[src/hw/rtl/spq_pkg.sv]
// Shared types and codes for the sorted priority queue.
// No dependencies; every other file of the block imports this package.
package spq_pkg;

	typedef enum logic [0:0] {
		OP_INSERT = 1'b0,
		OP_REMOVE = 1'b1
	} op_t;

	typedef enum logic [1:0] {
		ST_DONE  = 2'd0,
		ST_EMPTY = 2'd1,
		ST_FULL  = 2'd2
	} status_t;

	localparam int unsigned DATA_W = 32;
	localparam int unsigned PRIO_W = 16;
	localparam int unsigned FILL_W = 5;

	typedef struct packed {
		logic signed [DATA_W-1:0] data;
		logic [PRIO_W-1:0]        prio;
	} entry_t;

	// Per-cell command: the shift direction for this cycle and whether the
	// cell currently holds a live entry.
	typedef struct packed {
		logic ins;
		logic rem;
		logic in_use;
	} cell_cmd_t;

	typedef struct packed {
		logic signed [DATA_W-1:0] data;
		logic [PRIO_W-1:0]        prio;
		status_t                  status;
		logic [FILL_W-1:0]        fill;
	} result_t;

endpackage

[src/hw/rtl/sorted_priority_queue.sv]
// Sorted priority queue of CAPACITY entries built as a chain of cells kept in
// descending priority order, head first; among equal priorities the oldest
// sits nearest the head. Every cell compares its priority with an inserted
// beat's in parallel and all cells shift by one place together, so the queue
// takes one insert or remove per clock and its result beat is registered in
// a two-deep output buffer; input stalls only while that buffer is full. An
// insert into a full queue is dropped with a full status, a remove from an
// empty queue returns zeros with an empty status, and fill reports the entry
// count after the operation modulo 32.
module sorted_priority_queue #(
	parameter int unsigned CAPACITY = 16
) (
	input  logic        clk,
	input  logic        arst_n,
	input  logic        in_valid,
	output logic        in_stall,
	input  logic        op,
	input  logic [31:0] item_data,
	input  logic [15:0] item_priority,
	output logic        out_valid,
	input  logic        out_stall,
	output logic [31:0] taken_data,
	output logic [15:0] taken_priority,
	output logic [1:0]  status,
	output logic [4:0]  fill
);
	import spq_pkg::*;

	localparam int unsigned CNT_W = $clog2(CAPACITY + 1);

	logic [CNT_W-1:0] cnt_q;
	logic             accept;
	logic             is_remove;
	logic             q_full;
	logic             q_empty;
	logic             do_ins;
	logic             do_rem;
	logic             obuf_full;
	entry_t           new_entry;
	entry_t           cells [CAPACITY];
	logic             keeps [CAPACITY];
	result_t          res_next;
	result_t          res_out;

	assign in_stall  = obuf_full;
	assign accept    = in_valid && !obuf_full;
	assign is_remove = (op == OP_REMOVE);
	assign q_full    = (cnt_q == CNT_W'(CAPACITY));
	assign q_empty   = (cnt_q == '0);
	assign do_ins    = accept && !is_remove && !q_full;
	assign do_rem    = accept && is_remove && !q_empty;

	assign new_entry.data = item_data;
	assign new_entry.prio = item_priority;

	for (genvar i = 0; i < CAPACITY; i++) begin : g_cell
		cell_cmd_t cmd;
		entry_t    prev_e;
		entry_t    next_e;
		logic      prev_k;

		assign cmd.ins    = do_ins;
		assign cmd.rem    = do_rem;
		assign cmd.in_use = (CNT_W'(i) < cnt_q);

		if (i == 0) begin : g_head
			assign prev_e = new_entry;
			assign prev_k = 1'b1;
		end else begin : g_body
			assign prev_e = cells[i-1];
			assign prev_k = keeps[i-1];
		end

		if (i == CAPACITY - 1) begin : g_tail
			assign next_e = cells[i];
		end else begin : g_mid
			assign next_e = cells[i+1];
		end

		spq_cell u_cell (
			.clk        (clk),
			.cmd        (cmd),
			.prev_keep  (prev_k),
			.new_entry  (new_entry),
			.prev_entry (prev_e),
			.next_entry (next_e),
			.entry      (cells[i]),
			.keep       (keeps[i])
		);
	end

	always_ff @(posedge clk or negedge arst_n) begin
		if (!arst_n) begin
			cnt_q <= '0;
		end else if (do_ins) begin
			cnt_q <= cnt_q + CNT_W'(1);
		end else if (do_rem) begin
			cnt_q <= cnt_q - CNT_W'(1);
		end
	end

	always_comb begin
		res_next.data   = '0;
		res_next.prio   = '0;
		res_next.status = ST_DONE;
		res_next.fill   = FILL_W'(cnt_q);
		if (is_remove) begin
			if (q_empty) begin
				res_next.status = ST_EMPTY;
			end else begin
				res_next.data = cells[0].data;
				res_next.prio = cells[0].prio;
				res_next.fill = FILL_W'(cnt_q - CNT_W'(1));
			end
		end else if (q_full) begin
			res_next.status = ST_FULL;
		end else begin
			res_next.fill = FILL_W'(cnt_q + CNT_W'(1));
		end
	end

	spq_obuf u_obuf (
		.clk       (clk),
		.arst_n    (arst_n),
		.push      (accept),
		.res_in    (res_next),
		.full      (obuf_full),
		.out_valid (out_valid),
		.out_stall (out_stall),
		.res_out   (res_out)
	);

	assign taken_data     = res_out.data;
	assign taken_priority = res_out.prio;
	assign status         = res_out.status;
	assign fill           = res_out.fill;

	a_cnt_bound: assert property (@(posedge clk) disable iff (!arst_n)
		cnt_q <= CNT_W'(CAPACITY))
		else $error("entry count above capacity");

	a_head_order: assert property (@(posedge clk) disable iff (!arst_n)
		(cnt_q >= CNT_W'(2)) |-> (cells[0].prio >= cells[1].prio))
		else $error("head cells out of priority order");

	a_skid_needs_out: assert property (@(posedge clk) disable iff (!arst_n)
		obuf_full |-> out_valid)
		else $error("skid register holds a beat while output is empty");

	a_empty_remove: assert property (@(posedge clk) disable iff (!arst_n)
		(accept && is_remove && q_empty) |=> (cnt_q == '0))
		else $error("remove from empty queue changed the count");

endmodule

[src/hw/rtl/spq_cell.sv]
// One slot of the sorted chain: holds an entry and decides each cycle
// whether to keep it, take the new entry, or take a neighbor's entry.
// Depends on spq_pkg.
module spq_cell (
	input  logic               clk,
	input  spq_pkg::cell_cmd_t cmd,
	input  logic               prev_keep,
	input  spq_pkg::entry_t    new_entry,
	input  spq_pkg::entry_t    prev_entry,
	input  spq_pkg::entry_t    next_entry,
	output spq_pkg::entry_t    entry,
	output logic               keep
);
	import spq_pkg::*;

	entry_t entry_q;

	// A live entry whose priority is not below the new one stays in place,
	// so older equal entries stay nearer the head.
	assign keep  = cmd.in_use && (entry_q.prio >= new_entry.prio);
	assign entry = entry_q;

	always_ff @(posedge clk) begin
		if (cmd.ins) begin
			if (!keep) begin
				if (prev_keep) begin
					entry_q <= new_entry;
				end else begin
					entry_q <= prev_entry;
				end
			end
		end else if (cmd.rem) begin
			entry_q <= next_entry;
		end
	end

endmodule

[src/hw/rtl/spq_obuf.sv]
// Two-deep result buffer: an output register backed by a skid register,
// so a stalled consumer does not stall the input side combinationally.
// Depends on spq_pkg.
module spq_obuf (
	input  logic             clk,
	input  logic             arst_n,
	input  logic             push,
	input  spq_pkg::result_t res_in,
	output logic             full,
	output logic             out_valid,
	input  logic             out_stall,
	output spq_pkg::result_t res_out
);
	import spq_pkg::*;

	result_t out_q;
	result_t skid_q;
	logic    out_valid_q;
	logic    skid_valid_q;
	logic    out_fire;

	assign out_fire  = out_valid_q && !out_stall;
	assign full      = skid_valid_q;
	assign out_valid = out_valid_q;
	assign res_out   = out_q;

	always_ff @(posedge clk or negedge arst_n) begin
		if (!arst_n) begin
			out_valid_q  <= 1'b0;
			skid_valid_q <= 1'b0;
		end else begin
			if (push) begin
				if (!out_valid_q || out_fire) begin
					out_valid_q <= 1'b1;
				end else begin
					skid_valid_q <= 1'b1;
				end
			end else if (out_fire) begin
				if (skid_valid_q) begin
					skid_valid_q <= 1'b0;
				end else begin
					out_valid_q <= 1'b0;
				end
			end
		end
	end

	always_ff @(posedge clk) begin
		if (push) begin
			if (!out_valid_q || out_fire) begin
				out_q <= res_in;
			end else begin
				skid_q <= res_in;
			end
		end else if (out_fire && skid_valid_q) begin
			out_q <= skid_q;
		end
	end

endmodule
[config.mk]
export PLATFORM = sky130hd
export DESIGN_NAME = sorted_priority_queue
export DESIGN_NICKNAME = d
export VERILOG_FILES = /design/src/hw/rtl/spq_pkg.sv /design/src/hw/rtl/sorted_priority_queue.sv /design/src/hw/rtl/spq_cell.sv /design/src/hw/rtl/spq_obuf.sv
export SDC_FILE = /design/constraint.sdc
export NUM_CORES = 2
export LEC_CHECK = 0
export ABC_AREA = 1
export BUFFER_PORTS_ARGS = -buffer_cell sky130_fd_sc_hd__buf_2
export CAP_MARGIN = 20
export CORE_MARGIN = 2
export CORE_UTILIZATION = 58
export DETAILED_ROUTE_END_ITERATION = 10
export GPL_TIMING_DRIVEN = 1
export PLACE_DENSITY = 0.78
export SETUP_SLACK_MARGIN = 0.05
export SLEW_MARGIN = 15
export SYNTH_ARGS = -nofsm -noshare
export SYNTH_HDL_FRONTEND = slang
export SYNTH_SLANG_ARGS = --single-unit
export TNS_END_PERCENT = 10
[constraint.sdc]
create_clock -name clk -period 4.32 [get_ports clk]
set_input_delay 0.648 -clock clk [delete_from_list [all_inputs] [get_ports clk]]
set_output_delay 0.648 -clock clk [all_outputs]
set_load 0.02 [all_outputs]
## Word level (Yosys, flattened, before mapping)

Index checks and enable logic that the tools add are counted.

- Register bits after elaboration: 885
- Input port bits: 53
- Output and inout port bits: 57
- Word-level logic and storage cells: 231

- Add/subtract/negate cells: 2
- Order comparisons: 32
- Bitwise logic cells: 2
- Multiplexer cells: 79
- Reductions and logical operators: 54
- Equal/unequal tests: 19

Operator list:

| cell | count |
|---|---|
| 48-bit 2-to-1 mux | 62 |
| 16-bit greater-or-equal comparator | 16 |
| 55-bit 2-to-1 mux | 3 |
| 4-bit by 5-bit less-than comparator with 1-bit output (first input constant) | 8 |
| 2-bit AND reduction | 19 |
| 2-bit != test (second input constant) | 17 |
| 1-bit logical AND | 23 |
| 3-bit by 5-bit less-than comparator with 1-bit output (first input constant) | 4 |
| 5-bit 2-to-1 mux | 4 |
| 1-bit by 5-bit less-than comparator with 1-bit output (first input constant) | 2 |
| 2-bit by 5-bit less-than comparator with 1-bit output (first input constant) | 2 |
| 1-bit 2-to-1 mux | 8 |
| 7-bit 2-to-1 mux | 1 |
| 1-bit logical NOT | 6 |
| 2-bit nonzero test | 3 |
| 5-bit by 1-bit adder with 5-bit output (second input constant) | 1 |
| 5-bit equality test (second input constant) | 1 |
| 5-bit logical NOT | 1 |
| 5-bit by 1-bit subtractor with 5-bit output (second input constant) | 1 |
| 3-bit AND reduction | 1 |
| 2-bit 2-to-1 mux | 1 |
| 2-bit by 1-bit != test with 1-bit output (second input constant) | 1 |
| 1-bit inverter | 2 |
| 1-bit logical OR | 1 |

## Depth between registers and ports, before layout

- Depth in word-level cells: 6
- Gate-level depth with buffers: 17
- Mapped depth without buffers: 15

## Cells and area by module

Synthesis repeated with hierarchy kept, for this count alone.

- Cells, all modules: 5901
- Area, all modules: 51800.9 um2

By module, submodules not included:

| module | cells each | area an instance (um2) | sequential area each (um2) | instances |
|---|---|---|---|---|
| spq_cell | 336 | 2905.3 | 1441.4 | 16 |
| spq_obuf | 302 | 4111.4 | 3353.2 | 1 |
| sorted_priority_queue | 223 | 1204.9 | 125.1 | 1 |

## Worst setup path after synthesis

OpenSTA, ideal clock, no wires.

- Path type: input -> register
- From: in item_priority[3]
- To: reg g_cell[15].u_cell.entry_q, in the netlist g_cell[15].u_cell.entry[0] (enable)
- Setup time: 0.469 ns
- Path buffers: 0
- Required time: 3.851 ns
- Cell stages on the path: 8
- Setup slack: -0.281 ns
- Arrival time: 4.132 ns
- Cells stage by stage: inv_1 > ha_1 > a21oi_1 > o21a_1 > nor2_1 > o21ai_0 > nand3_1 > a21oi_1

- Word-level cells in the longest chain between the ends: 4

RTL lines:

| element | line | source |
|---|---|---|
| from (decl) | sorted_priority_queue.sv:19 | `input logic [15:0] item_priority,` |
| 16-bit greater-or-equal comparator | spq_cell.sv:20 | `assign keep = cmd.in_use && (entry_q.prio >= new_entry.prio);` |
| 1-bit logical AND | spq_cell.sv:20 |  |
| 1-bit inverter (no source line) | -- |  |
| 2-bit AND reduction (no source line) | -- |  |
| to (signal assigned) | spq_cell.sv:27 | `entry_q <= new_entry;` |
| to (signal assigned) | spq_cell.sv:29 | `entry_q <= prev_entry;` |
| to (signal assigned) | spq_cell.sv:33 | `entry_q <= next_entry;` |
| to (decl) | spq_cell.sv:16 | `entry_t entry_q;` |

Every way passes these cells.
A chain may end at the register's enable or synchronous reset.

## Worst setup path in the final report

- From: reg cnt_q[1]
- To: reg g_cell[1].u_cell.entry_q, in the netlist g_cell[1].u_cell.entry[45] (data pin)

- Word-level cells in the longest chain between the ends: 5
- Elaborated cells on any way between the ends: 8
- Classes of those cells: order compare (1); eq/ne (1); mux (3); reduce/logical (3)

RTL lines:

| element | line | source |
|---|---|---|
| from (decl) | sorted_priority_queue.sv:31 | `logic [CNT_W-1:0] cnt_q;` |
| from (signal assigned) | sorted_priority_queue.sv:96 | `cnt_q <= cnt_q + CNT_W'(1);` |
| from (signal assigned) | sorted_priority_queue.sv:98 | `cnt_q <= cnt_q - CNT_W'(1);` |
| 1-bit by 5-bit less-than comparator with 1-bit output | sorted_priority_queue.sv:64 | `assign cmd.in_use = (CNT_W'(i) < cnt_q);` |
| 1-bit logical AND | spq_cell.sv:20 |  |
| 48-bit 2-to-1 mux | spq_cell.sv:26 | `if (prev_keep) begin` |
| 48-bit 2-to-1 mux | spq_cell.sv:25 | `if (!keep) begin` |
| 48-bit 2-to-1 mux (*) | spq_cell.sv:24 | `if (cmd.ins) begin` |
| to (signal assigned) | spq_cell.sv:27 |  |
| to (signal assigned) | spq_cell.sv:29 |  |
| to (signal assigned) | spq_cell.sv:33 |  |
| to (decl) | spq_cell.sv:16 |  |

Every way passes the cells marked *; elsewhere a longest branch is shown, timed or not. The select of a mux whose other input is x is not followed.

==> flow_summary_export.csv <==
group,metric,value,unit
cts,clkLatencyLatePin,0.67,ns
pwr,p_int,13.99,mW
run_status,status,"complete, no violations",
critical_path,worstPathBufferInverterCount,3,
yosys,postSynthCellCount,6617,
layout,final_layout_size_suffix_gt1_share,6.442,%
layout,stdcell_count,7840,
layout,leading_cell_types_in_the_layout_fill_and_taps_excluded,"nand2_1 (3,766), edfxtp_1 (878), inv_1 (789)",
cts,post_cts_buffers,0,
critical_path,critical_path.max_fanout,78,
timing,final.period_utilization,85.18,%
yosys,yosys.area_share.adder,6.226,%
routing,drt_wl_total,121.2,mm
routing,drt_iter0_drc,4523,
cts,clock_tree.root_cell,"clkbuf_16",
global_routing,antenna_found_initial,4,
routing,vias,40643,
die,die_width,303.6,um
die,num_rows,109,
yosys,synthTopCellsByArea,"edfxtp_1 (51%), nand2_1 (27%), ha_1 (6.2%)",
layout,final_common_cell,"nand2_1",
routing,detail_route.first_pass.iterations,8,
yosys,postSynthAreaPerCell,7.866,um2
pwr,p_leak,31.82,nW
timing,timing.final.setup_violations,0,
timing,hold_violations,0,
layout,design.final.nets,6909,
timing,report.final.slew_viol_count,0,
pwr,power.density,319.6,nW/um2
critical_path,worst_setup_path_end_kind,"register",
critical_path,timing.critical_path.slowest_stage_cell,"inv_6",
cts,cts_htree_levels,3,
routing,drc_violation_count_after_routing,0,
yosys,synth_top_area_share,50.65,%
timing,grt_setup_unrepaired,"no",
layout,area_delta_synth_final,7.875,%
yosys,postSynthNetCount,6929,
die,die-area,92150,um2
timing,fin_skew,0.02316,ns
critical_path,path_common_cell,"nand2_1",
global_routing,grt_pass1_wl,199.9,mm
yosys,post_synth_instance_area,52050,um2
pwr,power_frac_comb,3.9,%
critical_path,critical-path-top-delay-family,"buffers and inverters",
timing,final_sum_of_negative_setup_slack,0,ns
die,ios,110,
critical_path,crit_path_max_incr_delay,0.75,ns
critical_path,cp_data_arrival_time,4.21,ns
die,core_area,88650,um2
placed_design,placed_cells,7666,
global_routing,grt_max_degree,235,
placed_design,port-buffer-count,109,
cts,cts.repair.resized,0,
global_routing,number_of_global_route_vias_before_repair,39049,
pwr,power.sequential.fraction,51.9,%
yosys,synth_compound_gate_area_share,3.026,%
pwr,pwr-share-clk,44.2,%
yosys,yosysSeqAreaShare,50.99,%
yosys,synth_top_cell_by_area,"edfxtp_1",
cts,cts_max_path_buffers,3,
cts,clock_sink_count,885,
yosys,postSynthRegisterBits,885,
cts,worst_setup_hold_path_clk_slew,0.06,ns
global_routing,globalRouteOverflowTotal,0,
critical_path,worstPathRequired,4.85,ns
die,die_height,303.6,um
hold_path,worstHoldPathType,"primary input to register",
routing,wl_per_cell,15.45,um
critical_path,worstSetupPathType,"register to register",
layout,n_antenna_cell,0,
cts,cts_tree,"yes",
yosys,synth.yosys.warnings,0,
critical_path,cp-start-kind,"register",
pwr,ir_worst_vdd,0.0002364,V
yosys,mux_contribution_to_synthesized_area,0,%
timing,slew-limit-headroom,19.62,%
pwr,net_sw_share,22.04,%
critical_path,critical_path.cell_chain,"inv_1 -> ha_1 -> nand3_2 -> nand2_8 -> inv_6 -> buf_4 -> nand2_4 -> nand2_1 -> nand2_1 -> nand2_1",
run,cap_viol_max_count,0,
pwr,design_power_total,17.94,mW
pwr,p_switching,3.954,mW
routing,final_antenna_net_count,0,
timing,setup_ws,0.6404,ns
yosys,synth_simple_gate_area_share,30.48,%
placed_design,post-place-ws,0.6635,ns
placed_design,dp_hpwl,85.39,mm
yosys,synth_top_family_by_area,"simple AND/OR/NAND/NOR gates",
timing,min_period,3.680,ns
die,start_util,58.72,%
routing,vias_per_cell,5.184,
global_routing,globalRouteTotalUtil,26.55,%
placed_design,place_congestion,0.9023,
yosys,synthXorXnorAreaFrac,0.08413,%
yosys,post_synth_num_cell_types,36,
timing,worst_slew_pin_slew,1.206,ns
timing,max_freq,271.8,MHz
cts,cts-buffers-inserted,93,
state kept, by name (all words and copies together), names as in the netlist:
name                 cells
u_obuf.full              1
u_obuf.skid_q           55
u_obuf.out_valid         1
cnt_q                    5
u_obuf.res_out          55
g_cell.u_cell.entry    768
cell type report:
cell class	instances	area, um2
Clock buffer	111	2447
Inverter	797	2999
Tap cell	1165	1458
Multi-Input combinational cell	4627	20830
Timing Repair Buffer	193	1329
Sequential cell	885	26540
Fill cell	7346	32500
Clock inverter	62	544.3
path summary, 6_finish.rpt:
check                           depth (start not counted)                     endpoint  slack [ns]                         from
worst max-delay path                                   10   g_cell[1].u_cell.entry[45]        0.64                     cnt_q[1]
worst min-delay path                                    3             u_obuf.out_valid        0.25                    out_stall
worst max register to register                         10   g_cell[1].u_cell.entry[45]        0.64                     cnt_q[1]
worst min register to register                          2  g_cell[14].u_cell.entry[43]        0.51  g_cell[15].u_cell.entry[43]
max in group asynchronous                               2                     cnt_q[0]        3.78                       arst_n
min in group asynchronous                               2                  u_obuf.full        0.36                       arst_n
tightest hold or removal path, cell delays in order:
cell,delay (ns)
buf_2,0.09
o21ai_0,0.08
nand2_1,0.06
synthesized netlist by cell type, drive strengths merged:
| master | instances |
|---|---|
| dfrtp | 7 |
| inv | 797 |
| o21ai | 138 |
| nor2 | 111 |
| xor2 | 3 |
| o21a | 6 |
| buf | 199 |
| xnor2 | 2 |
| a31oi | 1 |
| o22ai | 1 |
| ha | 259 |
| a32o | 1 |
| a22oi | 1 |
| clkbuf | 109 |
| nor3 | 8 |
| nand3 | 69 |
| o21bai | 25 |
| edfxtp | 878 |
| nand2 | 3857 |
| nand4 | 28 |
| a21oi | 104 |
| o211ai | 2 |
| a21boi | 11 |
stage by stage:
step	hold WS (ns)	util (%)	area, um2
3_3_place_gp	0.4971	59.95	53150
3_5_place_dp	0.5009	59.95	53150
6_report	0.2461	63.34	56150
5_1_grt	0.2488	63.34	56150
4_1_cts	0.2199	63.34	56150
2_1_floorplan	0.3524	-	52050
power groups by stage:
stage / clock network (mW) / logic, mW / registers, mW
after floorplan: 0 / 0.461 / 9.49
after global placement: 0 / 0.662 / 9.49
after detailed placement: 0 / 0.690 / 9.49
after CTS: 8.01 / 0.700 / 9.30
after global routing: 8.35 / 0.795 / 9.30
final: 7.93 / 0.707 / 9.30
per-layer routing:
layer	global-route usage, %	wire length [um]	vias to the layer above	share of wire (%)
li1	-	-	20450	-
met1	38.89	55290	18375	46
met2	41.38	53200	1637	44
met3	4.055	10210	175	8.4
met4	7.073	2406	6	2.0
met5	0	38	-	0.031
cells by family after synthesis:
logic type / Yosys count
adder cells (fa/ha/maj): 259
AO/OA/AOI/OAI: 290
AND/OR/NAND/NOR: 4073
flip-flops: 885
buffers and inverters: 1105
XOR/XNOR: 5
timing repair:
item                       CTS  global route
setup endpoints to repair    0             0
hold endpoints to repair     7             0
hold buffers                 1             0
Note: power is estimated with default switching activity, not from simulation.
